==> src/rtl/dfr_pkg.sv <==
// ----------------------------------------------------------------------------
// dfr_pkg
// Shared types and constants for the dashboard frame receiver.
// ----------------------------------------------------------------------------
package dfr_pkg;

	localparam int BYTE_W = 8;
	localparam int SP_W   = 15;
	localparam int LEN_W  = 9;
	localparam int SUM_W  = 16;
	localparam int PROD_W = BYTE_W + SP_W;
	localparam int CNT_W  = $clog2(SP_W);

	// Frame markers and commands
	localparam logic [BYTE_W-1:0] SOF_FIRST   = 8'h55;
	localparam logic [BYTE_W-1:0] SOF_SECOND  = 8'hAA;
	localparam logic [SUM_W-1:0]  CHK_INVERT  = 16'hFFFF;
	localparam logic [BYTE_W-1:0] CMD_STATUS  = 8'h64;
	localparam logic [BYTE_W-1:0] CMD_SET     = 8'h65;
	localparam logic [LEN_W-1:0]  LEN_EXTRA   = 9'd6;

	// Frame offsets
	localparam logic [LEN_W-1:0]  OFS_BODY     = 9'd3;
	localparam logic [LEN_W-1:0]  OFS_LEN      = 9'd2;
	localparam logic [LEN_W-1:0]  OFS_COMMAND  = 9'd4;
	localparam logic [LEN_W-1:0]  OFS_THROTTLE = 9'd7;

	// Configuration register indexes
	localparam int CFG_IDX_W = 2;
	localparam logic [CFG_IDX_W-1:0] CFG_THR_OFFSET = 2'd0;
	localparam logic [CFG_IDX_W-1:0] CFG_THR_FULL   = 2'd1;
	localparam logic [CFG_IDX_W-1:0] CFG_CUR_MAX    = 2'd2;

	// Configuration reset values
	localparam logic [BYTE_W-1:0] RST_THR_OFFSET = 8'd45;
	localparam logic [BYTE_W-1:0] RST_THR_FULL   = 8'd175;
	localparam logic [SP_W-1:0]   RST_CUR_MAX    = 15'd2000;

	typedef struct packed {
		logic [BYTE_W-1:0] thr_offset;
		logic [BYTE_W-1:0] thr_full;
		logic [SP_W-1:0]   cur_max;
	} cfg_t;

	// One finished frame, handed from the parser to the setpoint unit
	typedef struct packed {
		logic              ok;
		logic [BYTE_W-1:0] command;
		logic              reply_req;
		logic              map_req;
		logic [BYTE_W-1:0] throttle;
	} frame_rec_t;

endpackage

==> src/rtl/dfr_front.sv <==
// ----------------------------------------------------------------------------
// dfr_front
// Byte parser: hunts for the start mark, tracks the frame, sums the length and
// body and checks the trailer. Emits one frame record at the last byte.
// ----------------------------------------------------------------------------
module dfr_front (
	input  logic                          clk,
	input  logic                          arst_n,
	input  logic                          byte_en,
	input  logic [dfr_pkg::BYTE_W-1:0]    rx_byte,
	output logic                          push,
	output dfr_pkg::frame_rec_t           rec
);
	import dfr_pkg::*;

	typedef enum logic [1:0] {ST_HUNT, ST_LEN, ST_BODY} state_t;

	state_t            state_q;
	logic [BYTE_W-1:0] prev_q;
	logic [LEN_W-1:0]  idx_q;
	logic [LEN_W-1:0]  len_q;
	logic [SUM_W-1:0]  sum_q;
	logic [BYTE_W-1:0] cmd_q;
	logic [BYTE_W-1:0] thr_q;
	logic [BYTE_W-1:0] trl_q;

	logic              in_sum;
	logic              at_trl;
	logic              at_last;
	logic              chk_ok;
	logic [BYTE_W-1:0] thr_now;

	assign in_sum  = (idx_q + 9'd2) < len_q;
	assign at_trl  = (idx_q + 9'd2) == len_q;
	assign at_last = (idx_q + 9'd1) == len_q;
	assign chk_ok  = (sum_q ^ CHK_INVERT) == {rx_byte, trl_q};
	// the throttle byte may be the frame's last byte itself, so take it from the input
	assign thr_now = (idx_q == OFS_THROTTLE) ? rx_byte : thr_q;

	assign push = byte_en && (state_q == ST_BODY) && at_last;

	always_comb begin
		rec.ok        = chk_ok;
		rec.command   = cmd_q;
		rec.reply_req = chk_ok && (cmd_q == CMD_STATUS);
		rec.map_req   = chk_ok && ((cmd_q == CMD_STATUS) || (cmd_q == CMD_SET));
		rec.throttle  = thr_now;
	end

	always_ff @(posedge clk or negedge arst_n) begin
		if (!arst_n) begin
			state_q <= ST_HUNT;
			prev_q  <= '0;
			idx_q   <= '0;
			len_q   <= '0;
			sum_q   <= '0;
			cmd_q   <= '0;
			thr_q   <= '0;
			trl_q   <= '0;
		end else if (byte_en) begin
			prev_q <= rx_byte;
			case (state_q)
				ST_LEN: begin
					len_q   <= {1'b0, rx_byte} + LEN_EXTRA;
					sum_q   <= SUM_W'(rx_byte);
					idx_q   <= OFS_BODY;
					state_q <= ST_BODY;
				end
				ST_BODY: begin
					if (in_sum) sum_q <= sum_q + SUM_W'(rx_byte);
					if (idx_q == OFS_COMMAND) cmd_q <= rx_byte;
					if (idx_q == OFS_THROTTLE) thr_q <= rx_byte;
					if (at_trl) trl_q <= rx_byte;
					if (at_last) state_q <= ST_HUNT;
					else idx_q <= idx_q + 9'd1;
				end
				default: begin
					if (prev_q == SOF_FIRST && rx_byte == SOF_SECOND) begin
						state_q <= ST_LEN;
						idx_q   <= OFS_LEN;
						sum_q   <= '0;
						cmd_q   <= '0;
						thr_q   <= '0;
						trl_q   <= '0;
					end else begin
						state_q <= ST_HUNT;
					end
				end
			endcase
		end
	end

endmodule

==> src/rtl/dfr_queue.sv <==
// ----------------------------------------------------------------------------
// dfr_queue
// Two-entry queue of frame records between parser and setpoint unit.
// ----------------------------------------------------------------------------
module dfr_queue (
	input  logic                 clk,
	input  logic                 arst_n,
	input  logic                 push,
	input  dfr_pkg::frame_rec_t  rec_in,
	input  logic                 pop,
	output logic                 full,
	output logic                 valid,
	output dfr_pkg::frame_rec_t  head
);
	import dfr_pkg::*;

	localparam int Q_DEPTH = 2;
	localparam int PTR_W   = $clog2(Q_DEPTH);
	localparam int CNT_QW  = $clog2(Q_DEPTH + 1);

	frame_rec_t        mem_q [Q_DEPTH];
	logic [PTR_W-1:0]  wr_q;
	logic [PTR_W-1:0]  rd_q;
	logic [CNT_QW-1:0] cnt_q;

	assign full  = cnt_q == CNT_QW'(Q_DEPTH);
	assign valid = cnt_q != '0;
	assign head  = mem_q[rd_q];

	always_ff @(posedge clk) begin
		if (push) mem_q[wr_q] <= rec_in;
	end

	always_ff @(posedge clk or negedge arst_n) begin
		if (!arst_n) begin
			wr_q  <= '0;
			rd_q  <= '0;
			cnt_q <= '0;
		end else begin
			if (push) wr_q <= wr_q + PTR_W'(1);
			if (pop) rd_q <= rd_q + PTR_W'(1);
			case ({push, pop})
				2'b10:   cnt_q <= cnt_q + CNT_QW'(1);
				2'b01:   cnt_q <= cnt_q - CNT_QW'(1);
				default: cnt_q <= cnt_q;
			endcase
		end
	end

endmodule

==> src/rtl/dfr_back.sv <==
// ----------------------------------------------------------------------------
// dfr_back
// Setpoint unit: maps the throttle byte to a clamped current setpoint with one
// multiply and a bit-serial divide, and holds the result in the output register.
// ----------------------------------------------------------------------------
module dfr_back (
	input  logic                        clk,
	input  logic                        arst_n,
	input  dfr_pkg::cfg_t               cfg,
	input  logic                        q_valid,
	input  dfr_pkg::frame_rec_t         q_head,
	output logic                        q_pop,
	output logic                        out_valid,
	input  logic                        out_ready,
	output logic                        frame_ok,
	output logic [dfr_pkg::BYTE_W-1:0]  command,
	output logic                        reply_request,
	output logic                        setpoint_valid,
	output logic [dfr_pkg::SP_W-1:0]    setpoint
);
	import dfr_pkg::*;

	typedef enum logic [1:0] {B_IDLE, B_MUL, B_DIV} state_t;

	state_t            state_q;
	logic [BYTE_W-1:0] a_q;
	logic [BYTE_W-1:0] d_q;
	logic [BYTE_W-1:0] cmd_q;
	logic              rr_q;
	logic [BYTE_W-1:0] rem_q;
	logic [SP_W-1:0]   quo_q;
	logic [CNT_W-1:0]  cnt_q;

	logic              out_valid_q;
	logic              frame_ok_q;
	logic [BYTE_W-1:0] command_q;
	logic              reply_request_q;
	logic              setpoint_valid_q;
	logic [SP_W-1:0]   setpoint_q;

	logic              take;
	logic [BYTE_W:0]   num;
	logic [BYTE_W:0]   den;
	logic [BYTE_W:0]   num_neg;
	logic [BYTE_W:0]   den_neg;
	logic [BYTE_W-1:0] abs_n;
	logic [BYTE_W-1:0] abs_d;
	logic [PROD_W-1:0] prod;
	logic [BYTE_W:0]   trial;
	logic [BYTE_W:0]   diff;
	logic              ge;
	logic [SP_W-1:0]   quo_nx;

	assign take  = (state_q == B_IDLE) && q_valid && (!out_valid_q || out_ready);
	assign q_pop = take;

	// signed throttle distance and span
	assign num     = {1'b0, q_head.throttle} - {1'b0, cfg.thr_offset};
	assign den     = {1'b0, cfg.thr_full} - {1'b0, cfg.thr_offset};
	assign num_neg = -num;
	assign den_neg = -den;
	assign abs_n   = num[BYTE_W] ? num_neg[BYTE_W-1:0] : num[BYTE_W-1:0];
	assign abs_d   = den[BYTE_W] ? den_neg[BYTE_W-1:0] : den[BYTE_W-1:0];

	assign prod = PROD_W'(a_q) * PROD_W'(cfg.cur_max);

	// one restoring divide step
	assign trial  = {rem_q, quo_q[SP_W-1]};
	assign diff   = trial - {1'b0, d_q};
	assign ge     = trial >= {1'b0, d_q};
	assign quo_nx = {quo_q[SP_W-2:0], ge};

	assign out_valid      = out_valid_q;
	assign frame_ok       = frame_ok_q;
	assign command        = command_q;
	assign reply_request  = reply_request_q;
	assign setpoint_valid = setpoint_valid_q;
	assign setpoint       = setpoint_q;

	always_ff @(posedge clk or negedge arst_n) begin
		if (!arst_n) begin
			state_q          <= B_IDLE;
			a_q              <= '0;
			d_q              <= '0;
			cmd_q            <= '0;
			rr_q             <= 1'b0;
			rem_q            <= '0;
			quo_q            <= '0;
			cnt_q            <= '0;
			out_valid_q      <= 1'b0;
			frame_ok_q       <= 1'b0;
			command_q        <= '0;
			reply_request_q  <= 1'b0;
			setpoint_valid_q <= 1'b0;
			setpoint_q       <= '0;
		end else begin
			if (out_valid_q && out_ready) out_valid_q <= 1'b0;
			case (state_q)
				B_IDLE: begin
					if (take) begin
						frame_ok_q       <= q_head.ok;
						command_q        <= q_head.command;
						reply_request_q  <= q_head.reply_req;
						setpoint_valid_q <= q_head.map_req;
						setpoint_q       <= '0;
						if (!q_head.map_req) begin
							out_valid_q <= 1'b1;
						end else if (den == '0) begin
							out_valid_q <= 1'b1;
							if (!num[BYTE_W]) setpoint_q <= cfg.cur_max;
						end else if ((num == '0) || (num[BYTE_W] != den[BYTE_W])) begin
							out_valid_q <= 1'b1;
						end else if (abs_n >= abs_d) begin
							out_valid_q <= 1'b1;
							setpoint_q  <= cfg.cur_max;
						end else begin
							a_q     <= abs_n;
							d_q     <= abs_d;
							cmd_q   <= q_head.command;
							rr_q    <= q_head.reply_req;
							state_q <= B_MUL;
						end
					end
				end
				B_MUL: begin
					// quotient fits in SP_W bits since distance < span
					rem_q   <= prod[PROD_W-1:SP_W];
					quo_q   <= prod[SP_W-1:0];
					cnt_q   <= '0;
					state_q <= B_DIV;
				end
				B_DIV: begin
					rem_q <= ge ? diff[BYTE_W-1:0] : trial[BYTE_W-1:0];
					quo_q <= quo_nx;
					cnt_q <= cnt_q + CNT_W'(1);
					if (cnt_q == CNT_W'(SP_W - 1)) begin
						out_valid_q      <= 1'b1;
						frame_ok_q       <= 1'b1;
						command_q        <= cmd_q;
						reply_request_q  <= rr_q;
						setpoint_valid_q <= 1'b1;
						setpoint_q       <= quo_nx;
						state_q          <= B_IDLE;
					end
				end
				default: state_q <= B_IDLE;
			endcase
		end
	end

endmodule

==> src/rtl/dashboard_frame_receiver.sv <==
// ----------------------------------------------------------------------------
// dashboard_frame_receiver
// Serial dashboard frame parser with additive checksum and throttle mapping.
// ----------------------------------------------------------------------------
// Feed received serial bytes one beat at a time on the input channel. The
// parser hunts for 0x55 0xAA, takes the next byte as the length L (frame is
// L+6 bytes from the 0x55), sums length and body and compares the inverted low 16
// bits of the sum with the little-endian trailer. Each complete frame yields
// exactly one result beat, good or bad. A good frame with command 0x64 or 0x65
// carries a current setpoint mapped linearly from the byte at frame offset 7
// and clamped to 0..current_max; 0x64 also flags a reply request. Timing: the
// parser takes one byte per cycle. A frame's last byte pushes a record into a
// two-entry queue; a result that needs no division is registered as it leaves
// the queue, a mapped setpoint passes an issue step, a multiply step and a
// one-bit-per-cycle restoring divider before it is registered. The input
// stalls only when the queue holds two frames. Write the configuration
// registers (index 0 throttle_offset, 1 throttle_full, 2 current_max, index 3
// ignored) only while no frame is in flight; cfg_ready is always high.
// ----------------------------------------------------------------------------
module dashboard_frame_receiver (
	input  logic                            clk,
	input  logic                            arst_n,
	input  logic                            in_valid,
	output logic                            in_ready,
	input  logic [dfr_pkg::BYTE_W-1:0]      rx_byte,
	output logic                            out_valid,
	input  logic                            out_ready,
	output logic                            frame_ok,
	output logic [dfr_pkg::BYTE_W-1:0]      command,
	output logic                            reply_request,
	output logic                            setpoint_valid,
	output logic [dfr_pkg::SP_W-1:0]        setpoint,
	input  logic                            cfg_valid,
	output logic                            cfg_ready,
	input  logic [dfr_pkg::CFG_IDX_W-1:0]   cfg_index,
	input  logic [dfr_pkg::SP_W-1:0]        cfg_data
);
	import dfr_pkg::*;

	cfg_t       cfg_q;
	logic       byte_en;
	logic       push;
	frame_rec_t rec;
	logic       q_full;
	logic       q_valid;
	logic       q_pop;
	frame_rec_t q_head;

	// Configuration: accept every write beat, drop unknown indexes
	assign cfg_ready = 1'b1;

	always_ff @(posedge clk or negedge arst_n) begin
		if (!arst_n) begin
			cfg_q.thr_offset <= RST_THR_OFFSET;
			cfg_q.thr_full   <= RST_THR_FULL;
			cfg_q.cur_max    <= RST_CUR_MAX;
		end else if (cfg_valid && cfg_ready) begin
			case (cfg_index)
				CFG_THR_OFFSET: cfg_q.thr_offset <= cfg_data[BYTE_W-1:0];
				CFG_THR_FULL:   cfg_q.thr_full   <= cfg_data[BYTE_W-1:0];
				CFG_CUR_MAX:    cfg_q.cur_max    <= cfg_data;
				default:        cfg_q            <= cfg_q;
			endcase
		end
	end

	// Hold the byte stream only while the frame queue is full
	assign in_ready = !q_full;
	assign byte_en  = in_valid && in_ready;

	// Front: classify bytes and build one record per frame
	dfr_front u_front (
		.clk     (clk),
		.arst_n  (arst_n),
		.byte_en (byte_en),
		.rx_byte (rx_byte),
		.push    (push),
		.rec     (rec)
	);

	// Decouple the parser from the setpoint unit
	dfr_queue u_queue (
		.clk    (clk),
		.arst_n (arst_n),
		.push   (push),
		.rec_in (rec),
		.pop    (q_pop),
		.full   (q_full),
		.valid  (q_valid),
		.head   (q_head)
	);

	// Back: map throttle, clamp, and drive the result beat
	dfr_back u_back (
		.clk            (clk),
		.arst_n         (arst_n),
		.cfg            (cfg_q),
		.q_valid        (q_valid),
		.q_head         (q_head),
		.q_pop          (q_pop),
		.out_valid      (out_valid),
		.out_ready      (out_ready),
		.frame_ok       (frame_ok),
		.command        (command),
		.reply_request  (reply_request),
		.setpoint_valid (setpoint_valid),
		.setpoint       (setpoint)
	);

`ifndef SYNTHESIS
	// A frame record never lands on a full queue
	a_no_push_when_full: assert property (@(posedge clk) disable iff (!arst_n)
		push |-> !q_full)
		else $error("frame record pushed into full queue");

	// An applied setpoint never exceeds the current limit
	a_setpoint_clamped: assert property (@(posedge clk) disable iff (!arst_n)
		(out_valid && setpoint_valid) |-> (setpoint <= cfg_q.cur_max))
		else $error("setpoint above current_max");

	// Reply needs an applied setpoint, which needs a good frame
	a_flag_order: assert property (@(posedge clk) disable iff (!arst_n)
		out_valid |-> ((!reply_request || setpoint_valid) && (!setpoint_valid || frame_ok)))
		else $error("result flags inconsistent");

	// Setpoint stays zero when it is not applied
	a_setpoint_zero: assert property (@(posedge clk) disable iff (!arst_n)
		(out_valid && !setpoint_valid) |-> (setpoint == '0))
		else $error("setpoint nonzero without setpoint_valid");
`endif

endmodule
==> config.mk <==
export PLATFORM = sky130hd
export DESIGN_NAME = dashboard_frame_receiver
export DESIGN_NICKNAME = d
export VERILOG_FILES = /design/src/rtl/dfr_pkg.sv /design/src/rtl/dfr_front.sv /design/src/rtl/dfr_queue.sv /design/src/rtl/dfr_back.sv /design/src/rtl/dashboard_frame_receiver.sv
export SDC_FILE = /design/constraint.sdc
export NUM_CORES = 1
export LEC_CHECK = 0
export ABC_CLOCK_PERIOD_IN_PS = 7100
export BUFFER_PORTS_ARGS = -buffer_cell sky130_fd_sc_hd__clkbuf_2
export CAP_MARGIN = 20
export CORE_MARGIN = 2
export CORE_UTILIZATION = 25
export DETAILED_ROUTE_END_ITERATION = 10
export GPL_ROUTABILITY_DRIVEN = 0
export PLACE_DENSITY = 0.49
export SLEW_MARGIN = 15
export SYNTH_ARGS = -nofsm -noshare
export SYNTH_HDL_FRONTEND = slang
export SYNTH_SLANG_ARGS = --single-unit
==> constraint.sdc <==
create_clock -name clk -period 7.1 [get_ports clk]
set_clock_uncertainty 0.2 [all_clocks]
set_input_delay 1.42 -clock clk [delete_from_list [all_inputs] [get_ports clk]]
set_output_delay 1.42 -clock clk [all_outputs]
set_load 0.005 [all_outputs]
==> Flow_metrics.wiki, run 1 <==
{| class="wikitable"
! Metric !! Value
|-
| Status || finished, final reports clean
|-
| Horizontal die dimension || 257.2 um
|-
| Count of synthesis-stage warnings from yosys || 0
|-
| Portion of the post-synthesis area used by sequential elements || 35.99%
|-
| Number of routed nets with antenna violations || 0
|-
| Kind of cell adding the most delay to the critical path || simple AND/OR/NAND/NOR gates
|-
| Number of nets in the final layout || 1894
|-
| Number of stages on the worst hold path || 2
|-
| Height of the die || 257.2 um
|-
| Combined area of all synthesized cells || 16020 sq um
|-
| Largest net degree at the start of global routing || 86
|-
| Master of the slowest instance on the critical path || dfrtp_1
|-
| Sum of overflow across all layers after global routing || 0
|-
| Portion of synthesized cell area occupied by the leading cell type || 26.24%
|-
| Flop and latch count out of synthesis || 222
|-
| Fillcell total || 6618
|-
| Number of enable flip-flop cells after synthesis || 38
|-
| Count of buffers from port buffering || 57
|-
| Max-slew violation total from the final report || 0
|-
| Max-cap violations || 0
|-
| Standard-cell row count || 92
|-
| Global-route wire length before repair || 67140 um
|-
| Most common cell in the netlist || nand2_1
|-
| Critical Setup Path Class || reg -> reg
|-
| Number of buffers inserted by hold repair at cts || 0
|-
| Estimated wirelength of the detail-placed design || 30070 um
|-
| Layout-stage area growth over the synthesis result || 13.33%
|-
| Clock-pin slew of the registers on the worst-case setup and hold paths || 0.06 ns
|-
| Count of cells along the worst register-to-register path || 21
|-
| GRT Resource Usage Total || 12.49%
|-
| Kind of capture point of the worst setup path || register
|-
| Final Routed Wirelength || 41100 um
|-
| Library cell occupying the most area in the post-synthesis netlist || dfrtp_1
|-
| Critical Path, Cell by Cell || mux2i_1, inv_1, ha_1, nand2b_1, a21oi_1, or4_1, a211oi_1, a21oi_1, xor2_1, ha_1, o21a_1, o21ai_0, nand2b_1, a311oi_1, o41ai_1, nor3_1, buf_4, and2_1, buf_4, buf_4, mux2i_1
|-
| Gate Count Post-Synth || 1648
|-
| Worst rel slew slack || 36.07%
|-
| Mean cell area of the mapped netlist || 9.722 sq um
|-
| Top-level port count || 59
|-
| Worst Setup Start Kind || register
|-
| N_diodes || 0
|-
| Distinct cell type count of the synthesized netlist || 77
|-
| Initial core utilization || 25.35%
|-
| Fraction of layout cells with a size suffix above 1 || 14.02%
|-
| First-pass DRT Iterations || 5
|-
| Violation count after the first detailed-routing iteration || 625
|-
| Leading cell types by count after synthesis || 185 x nand2_1, 168 x dfrtp_1, 142 x inv_1
|-
| Stages on the worst setup path || 21
|-
| Delay of the slowest critical-path stage || 0.63 ns
|-
| Number of buffers inserted during clock tree synthesis || 29
|-
| Clock latency at the later pin of the worst-skew pair || 0.58 ns
|-
| Vias in the first global route || 12.01k
|-
| Most repeated library cell on the critical path || buf_4
|-
| H-tree depth || 1
|-
| Data arrival, critical path || 6.46 ns
|-
| Main flop type after synthesis || dfrtp_1
|-
| Setup repair after global routing missed its margin || false
|-
| Nets in the synthesized netlist || 1866
|-
| Per-cell routed wire length || 16.16 um
|-
| Endpoints failing setup || 0
|-
| Worst Hold Class || reg -> reg
|-
| Antenna violations before repair || 0
|-
| TritonCTS clock tree || done
|-
| Buffers from clock root to sink, at most || 3
|-
| Post-cts resize count || 0
|-
| Proportion of synthesized flip-flops having asynchronous set or reset || 82.88%
|-
| Maximum fanout encountered on the critical timing path || 11
|-
| Setup fix buffers added after clock tree synthesis || 0
|-
| Final Critical Period || 6.173 ns
|-
| Count of endpoints failing hold in the final timing report || 0
|-
| Total buffers and inverters traversed by the critical path || 4
|-
| DRC errors left || 0
|-
| Biggest area contributors in the synthesized netlist || dfrtp_1 26%, fa_1 10%, ha_1 8.3%, edfxtp_1 7.1%, mux2_2 4.9%
|-
| Required time of the critical path || 7.39 ns
|-
| Final critical-path share of the clock period || 86.94%
|-
| Overall via count from detail_route || 11.80k
|-
| Via/cell ratio || 4.636
|-
| Die area || 66130 sq um
|-
| Transition time at the pin with the least slew margin || 0.9561 ns
|-
| Achievable frequency || 0.1620 GHz
|-
| Clock sink count || 222
|-
| Total core area || 63200 sq um
|-
| Setup TNS || 0 ns
|-
| Clk root buf || clkbuf_16
|}
[layout by cell type (no fill, tap or decap), types with 7 or more instances in the layout]
master	count
edfxtp_1	38
nor2b_1	17
a31oi_1	19
nand3_1	21
and2_1	82
o31ai_1	11
ha_1	105
fa_1	82
a221oi_1	11
xor2_1	24
and3_1	7
nor3_1	14
mux2_4	10
a21o_1	16
o21a_1	9
inv_1	142
a221o_1	21
a22o_1	7
dfstp_2	16
xnor2_1	60
mux2i_1	23
nor2_1	119
a211oi_1	9
o21ai_0	89
a21oi_1	72
clkbuf_2	56
nand4_1	8
buf_4	21
dfrtp_1	168
mux2_2	70
nand2b_1	20
clkbuf_16	29
nand2_1	185
[routing by layer]
metal	vias up	track usage, %	wire [um]
li1	5684	-	-
met1	5863	17.10	19360
met2	198	20.87	19420
met3	50	1.803	1462
met4	0	2.649	859
met5	-	0	0
[worst min-delay path, cell delays in order (launching register included)]
cell and delay [ns]:
dfrtp_1 0.33, nand2_1 0.04, o21ai_0 0.06
[metrics by stage]
stage	hold WS (ns)	worst slack [ns]	area [sq um]	util, %	cells
2_1_floorplan	0.2387	1.866	16020	-	1648
3_5_place_dp	0.2628	0.9769	17200	27.21	2490
6_report	0.2696	0.9273	18160	28.73	2544
4_1_cts	0.2758	0.9272	18150	28.72	2543
5_1_grt	0.3041	0.4628	18160	28.73	2544
3_3_place_gp	0.2565	1.177	17200	27.21	2490
[path summary, 6_finish.rpt]
kind	startpoint	to	slack (ns)
worst max-delay path	u_queue.rd_q$_DFFE_PN0P_	u_back.d_q[7]$_DFFE_PN0P_	0.93
worst max register to register	u_queue.rd_q$_DFFE_PN0P_	u_back.d_q[7]$_DFFE_PN0P_	0.93
worst min-delay path	u_front.prev_q[2]$_DFFE_PN0P_	u_front.prev_q[2]$_DFFE_PN0P_	0.27
max in group asynchronous	arst_n	u_back.d_q[4]$_DFFE_PN0P_	4.68
min in group asynchronous	arst_n	u_front.idx_q[7]$_DFFE_PN0P_	0.73
worst min register to register	u_front.prev_q[2]$_DFFE_PN0P_	u_front.prev_q[2]$_DFFE_PN0P_	0.27
[final cells by class]
class	count	area (sq um)	area share [%]
Timing Repair Buffer	78	451.7	2.488
Multi-Input combinational cell	1200	9384	51.68
Clock buffer	38	799.5	4.403
Tap cell	846	1059	5.830
Inverter	145	544.3	2.998
Sequential cell	222	5766	31.75
Clock inverter	15	153.9	0.8476
[state kept, by name, summed over array words and instances (netlist names), 4 cells and up]
| register | flops |
|---|---|
| u_queue.mem_q | 38 |
| cfg_q | 31 |
| u_front.sum_q | 16 |
| u_back.quo_q | 15 |
| u_back.setpoint | 15 |
| u_front.idx_q | 9 |
| u_front.len_q | 9 |
| u_back.a_q | 8 |
| u_back.cmd_q | 8 |
| u_back.command | 8 |
| u_back.d_q | 8 |
| u_back.rem_q | 8 |
| u_front.cmd_q | 8 |
| u_front.prev_q | 8 |
| u_front.thr_q | 8 |
| u_front.trl_q | 8 |
| u_back.cnt_q | 4 |
[cell families (layout without fill, tap and decap cells)]
kind of cell,Yosys count,count (layout),synth area share [%]
xor gates and xnor gates,84,84,4.592
DFF,222,222,35.99
muxes,103,103,7.294
AOI/OAI and AO/OA,310,310,12.59
buffers and inverters,226,276,5.529
and+or+nand+nor,514,514,15.46
other,1,1,0.02341
adders and majority gates,188,188,18.52
Power of run 1 is left out: the tool's default activity adds up to more than one toggle a clock period on the data nets, which glitch-free logic cannot reach.
==> inputs of run 2 (changes only) <==
- PLACE_DENSITY: 0.49 -> not set
==> Flow_metrics.wiki, run 2 (synthesis results as in run 1) <==
{| class="wikitable"
! Metric !! Value
|-
| Status || finished, final reports clean
|-
| Max-cap violations || 0 (unchanged)
|-
| Setup repair after global routing missed its margin || false
|-
| Worst setup slack before clock tree synthesis || 1.141 ns (+0.1645 ns)
|-
| Transition time at the pin with the least slew margin || 1.143 ns (+0.1871 ns)
|-
| Layout-stage area growth over the synthesis result || 12.32%
|-
| Number of buffers inserted by hold repair at cts || 0 (unchanged)
|-
| Setup TNS || 0 ns (unchanged)
|-
| Vias in the first global route || 12.04k (+0.27%)
|-
| Register bank with the most flops || u_queue.mem_q
|-
| Number of routed nets with antenna violations || 0 (unchanged)
|-
| Fraction of layout cells with a size suffix above 1 || 13.47% (-0.54 points)
|-
| Standard-cell row count || 92 (unchanged)
|-
| Largest registers || u_queue.mem_q: 38 flops, cfg_q: 31 flops, u_front.sum_q: 16 flops
|-
| Count of buffers from port buffering || 57 (unchanged)
|-
| Largest net degree at the start of global routing || 69 (-20%)
|-
| Global-route wire length before repair || 63760 um (-5.0%)
|-
| Clock sink count || 222 (unchanged)
|-
| Sink of the worst hold path || u_front.prev_q[4]$_DFFE_PN0P_
|-
| Required time of the critical path || 7.33 ns (-0.06 ns)
|-
| Clk root buf || clkbuf_16
|-
| Overall via count from detail_route || 11.86k (+0.53%)
|-
| First-pass DRT Iterations || 6 (+1)
|-
| Top-level port count || 59 (unchanged)
|-
| Number of buffers inserted during clock tree synthesis || 24 (-17%)
|-
| TritonCTS clock tree || done
|-
| Master of the slowest instance on the critical path || or4_1
|-
| Initial core utilization || 25.35% (unchanged)
|-
| Beginning of the worst register-to-register path || u_queue.rd_q$_DFFE_PN0P_
|-
| Estimated wirelength of the detail-placed design || 29110 um (-3.2%)
|-
| Die area || 66130 sq um (unchanged)
|-
| Count of endpoints failing hold in the final timing report || 0 (unchanged)
|-
| Leading cell types in the layout, fill and taps excluded || 185 x nand2_1, 168 x dfrtp_1, 142 x inv_1
|-
| Height of the die || 257.2 um (unchanged)
|-
| Total core area || 63200 sq um (unchanged)
|-
| Final Routed Wirelength || 39160 um (-4.7%)
|-
| Most repeated library cell on the critical path || buf_4
|-
| Worst Setup Start Kind || register
|-
| Worst Hold Class || reg -> reg
|-
| Final Worst Setup Slack || 1.045 ns (+0.1174 ns)
|-
| Violation count after the first detailed-routing iteration || 716 (+15%)
|-
| Achievable frequency || 0.1651 GHz (+1.9%)
|-
| Post-cts resize count || 0 (unchanged)
|-
| Sum of overflow across all layers after global routing || 0 (unchanged)
|-
| Final critical-path share of the clock period || 85.29% (-1.7 points)
|-
| Fillcell total || 6623 (+0.076%)
|-
| Kind of cell adding the most delay to the critical path || compound AO/OA/AOI/OAI gates
|-
| Number of nets in the final layout || 1885 (-0.48%)
|-
| DRC errors left || 0 (unchanged)
|-
| Register-to-register setup slack || 1.04 ns (+0.12 ns)
|-
| Critical Path, Cell by Cell || buf_4, mux2i_1, inv_1, ha_1, nand2b_1, a21oi_1, or4_1, a211oi_1, a21oi_1, xor2_1, ha_1, o21a_1, o21ai_0, nand2b_1, a311oi_1, o41ai_1, nor3_1, buf_4, and2_1, buf_4, mux2_2
|-
| Worst rel slew slack || 23.79% (-12 points)
|-
| N_diodes || 0 (unchanged)
|-
| R2r endpoint || u_back.a_q[5]$_DFFE_PN0P_
|-
| Kind of capture point of the worst setup path || register
|-
| Clock-pin slew of the registers on the worst-case setup and hold paths || 0.06 ns (about the same)
|-
| Delay of the slowest critical-path stage || 0.51 ns (-0.12 ns)
|-
| Clock latency at the later pin of the worst-skew pair || 0.56 ns (-0.02 ns)
|-
| GRT Resource Usage Total || 11.76% (-0.73 points)
|-
| Total buffers and inverters traversed by the critical path || 4 (unchanged)
|-
| H-tree depth || 1 (unchanged)
|-
| Via/cell ratio || 4.685 (+1.1%)
|-
| Endpoints failing setup || 0 (unchanged)
|-
| Horizontal die dimension || 257.2 um (unchanged)
|-
| Setup fix buffers added after clock tree synthesis || 0 (unchanged)
|-
| Buffers from clock root to sink, at most || 3 (unchanged)
|-
| Per-cell routed wire length || 15.47 um (-4.2%)
|-
| Utilization after layout || 28.47% (-0.26 points)
|-
| Critical Setup Path Class || reg -> reg
|-
| Data arrival, critical path || 6.28 ns (-0.18 ns)
|-
| Maximum fanout encountered on the critical timing path || 21 (+10)
|-
| Max reg flops || 38 (unchanged)
|-
| Antenna violations before repair || 1 (+1)
|-
| Count of cells along the worst register-to-register path || 21 (unchanged)
|-
| Startpoint of the most critical hold path || u_front.prev_q[4]$_DFFE_PN0P_
|-
| Number of stages on the worst hold path || 2 (unchanged)
|-
| Final Critical Period || 6.055 ns (-0.1174 ns)
|-
| Max-slew violation total from the final report || 0 (unchanged)
|-
| Most common cell after layout, fill and taps aside || nand2_1
|}
-- run 2: metal layers --
metal  vias up  global-route usage, %  wire, um
met5         -                      0         0
met4         0                  2.681       857
met3        61                  1.822      1889
met2       252                  19.84     18640
met1      5895                  15.80     17770
li1       5650                      -         -
-- run 2: worst reg2reg max path, delay by kind of cell (launching register included) --
kind	cells	cell delay, ns
AO/OA/AOI/OAI	7	1.37
AND/OR/NAND/NOR	5	1.36
buffers and inverters	4	0.95
multiplexers	2	0.77
adder cells (fa/ha/maj)	2	0.58
XOR/XNOR	1	0.37
flip-flops	1	0.33
-- run 2: worst max path at each step --
| stage | from | to | slack, ns | cells after the start |
|---|---|---|---|---|
| finish | u_queue.rd_q$_DFFE_PN0P_ | u_back.a_q[5]$_DFFE_PN0P_ | 1.04 | 21 |
| global route | u_queue.rd_q$_DFFE_PN0P_ | u_back.a_q[5]$_DFFE_PN0P_ | 0.73 | 22 |
| CTS | u_queue.rd_q$_DFFE_PN0P_ | u_back.a_q[5]$_DFFE_PN0P_ | 1.08 | 22 |
| detailed placement | u_queue.rd_q$_DFFE_PN0P_ | u_back.a_q[5]$_DFFE_PN0P_ | 1.14 | 22 |
| global placement | u_back.a_q[7]$_DFFE_PN0P_ | u_back.rem_q[7]$_DFFE_PN0P_ | 1.32 | 15 |
| floorplan | u_queue.rd_q$_DFFE_PN0P_ | u_back.setpoint[10]$_DFFE_PN0P_ | 1.87 | 20 |
-- run 2: per-stage QoR --
stage          cell area, sq um  cells  hold WS (ns)
2_1_floorplan             16020   1648        0.2387
4_1_cts                   17980   2530        0.2770
5_1_grt                   17990   2531        0.2994
6_report                  17990   2531        0.2709
3_5_place_dp              17160   2486        0.2602
3_3_place_gp              17160   2486        0.2546
-- run 2: layout make-up --
type | instances | area, sq um | area share, %
Multi-Input combinational cell | 1200 | 9382 | 52.13
Clock buffer | 29 | 640.6 | 3.560
Timing Repair Buffer | 74 | 425.4 | 2.364
Tap cell | 846 | 1059 | 5.882
Sequential cell | 222 | 5766 | 32.04
Clock inverter | 15 | 178.9 | 0.9943
Inverter | 145 | 544.3 | 3.025
Power of run 2 is left out for the same reason.
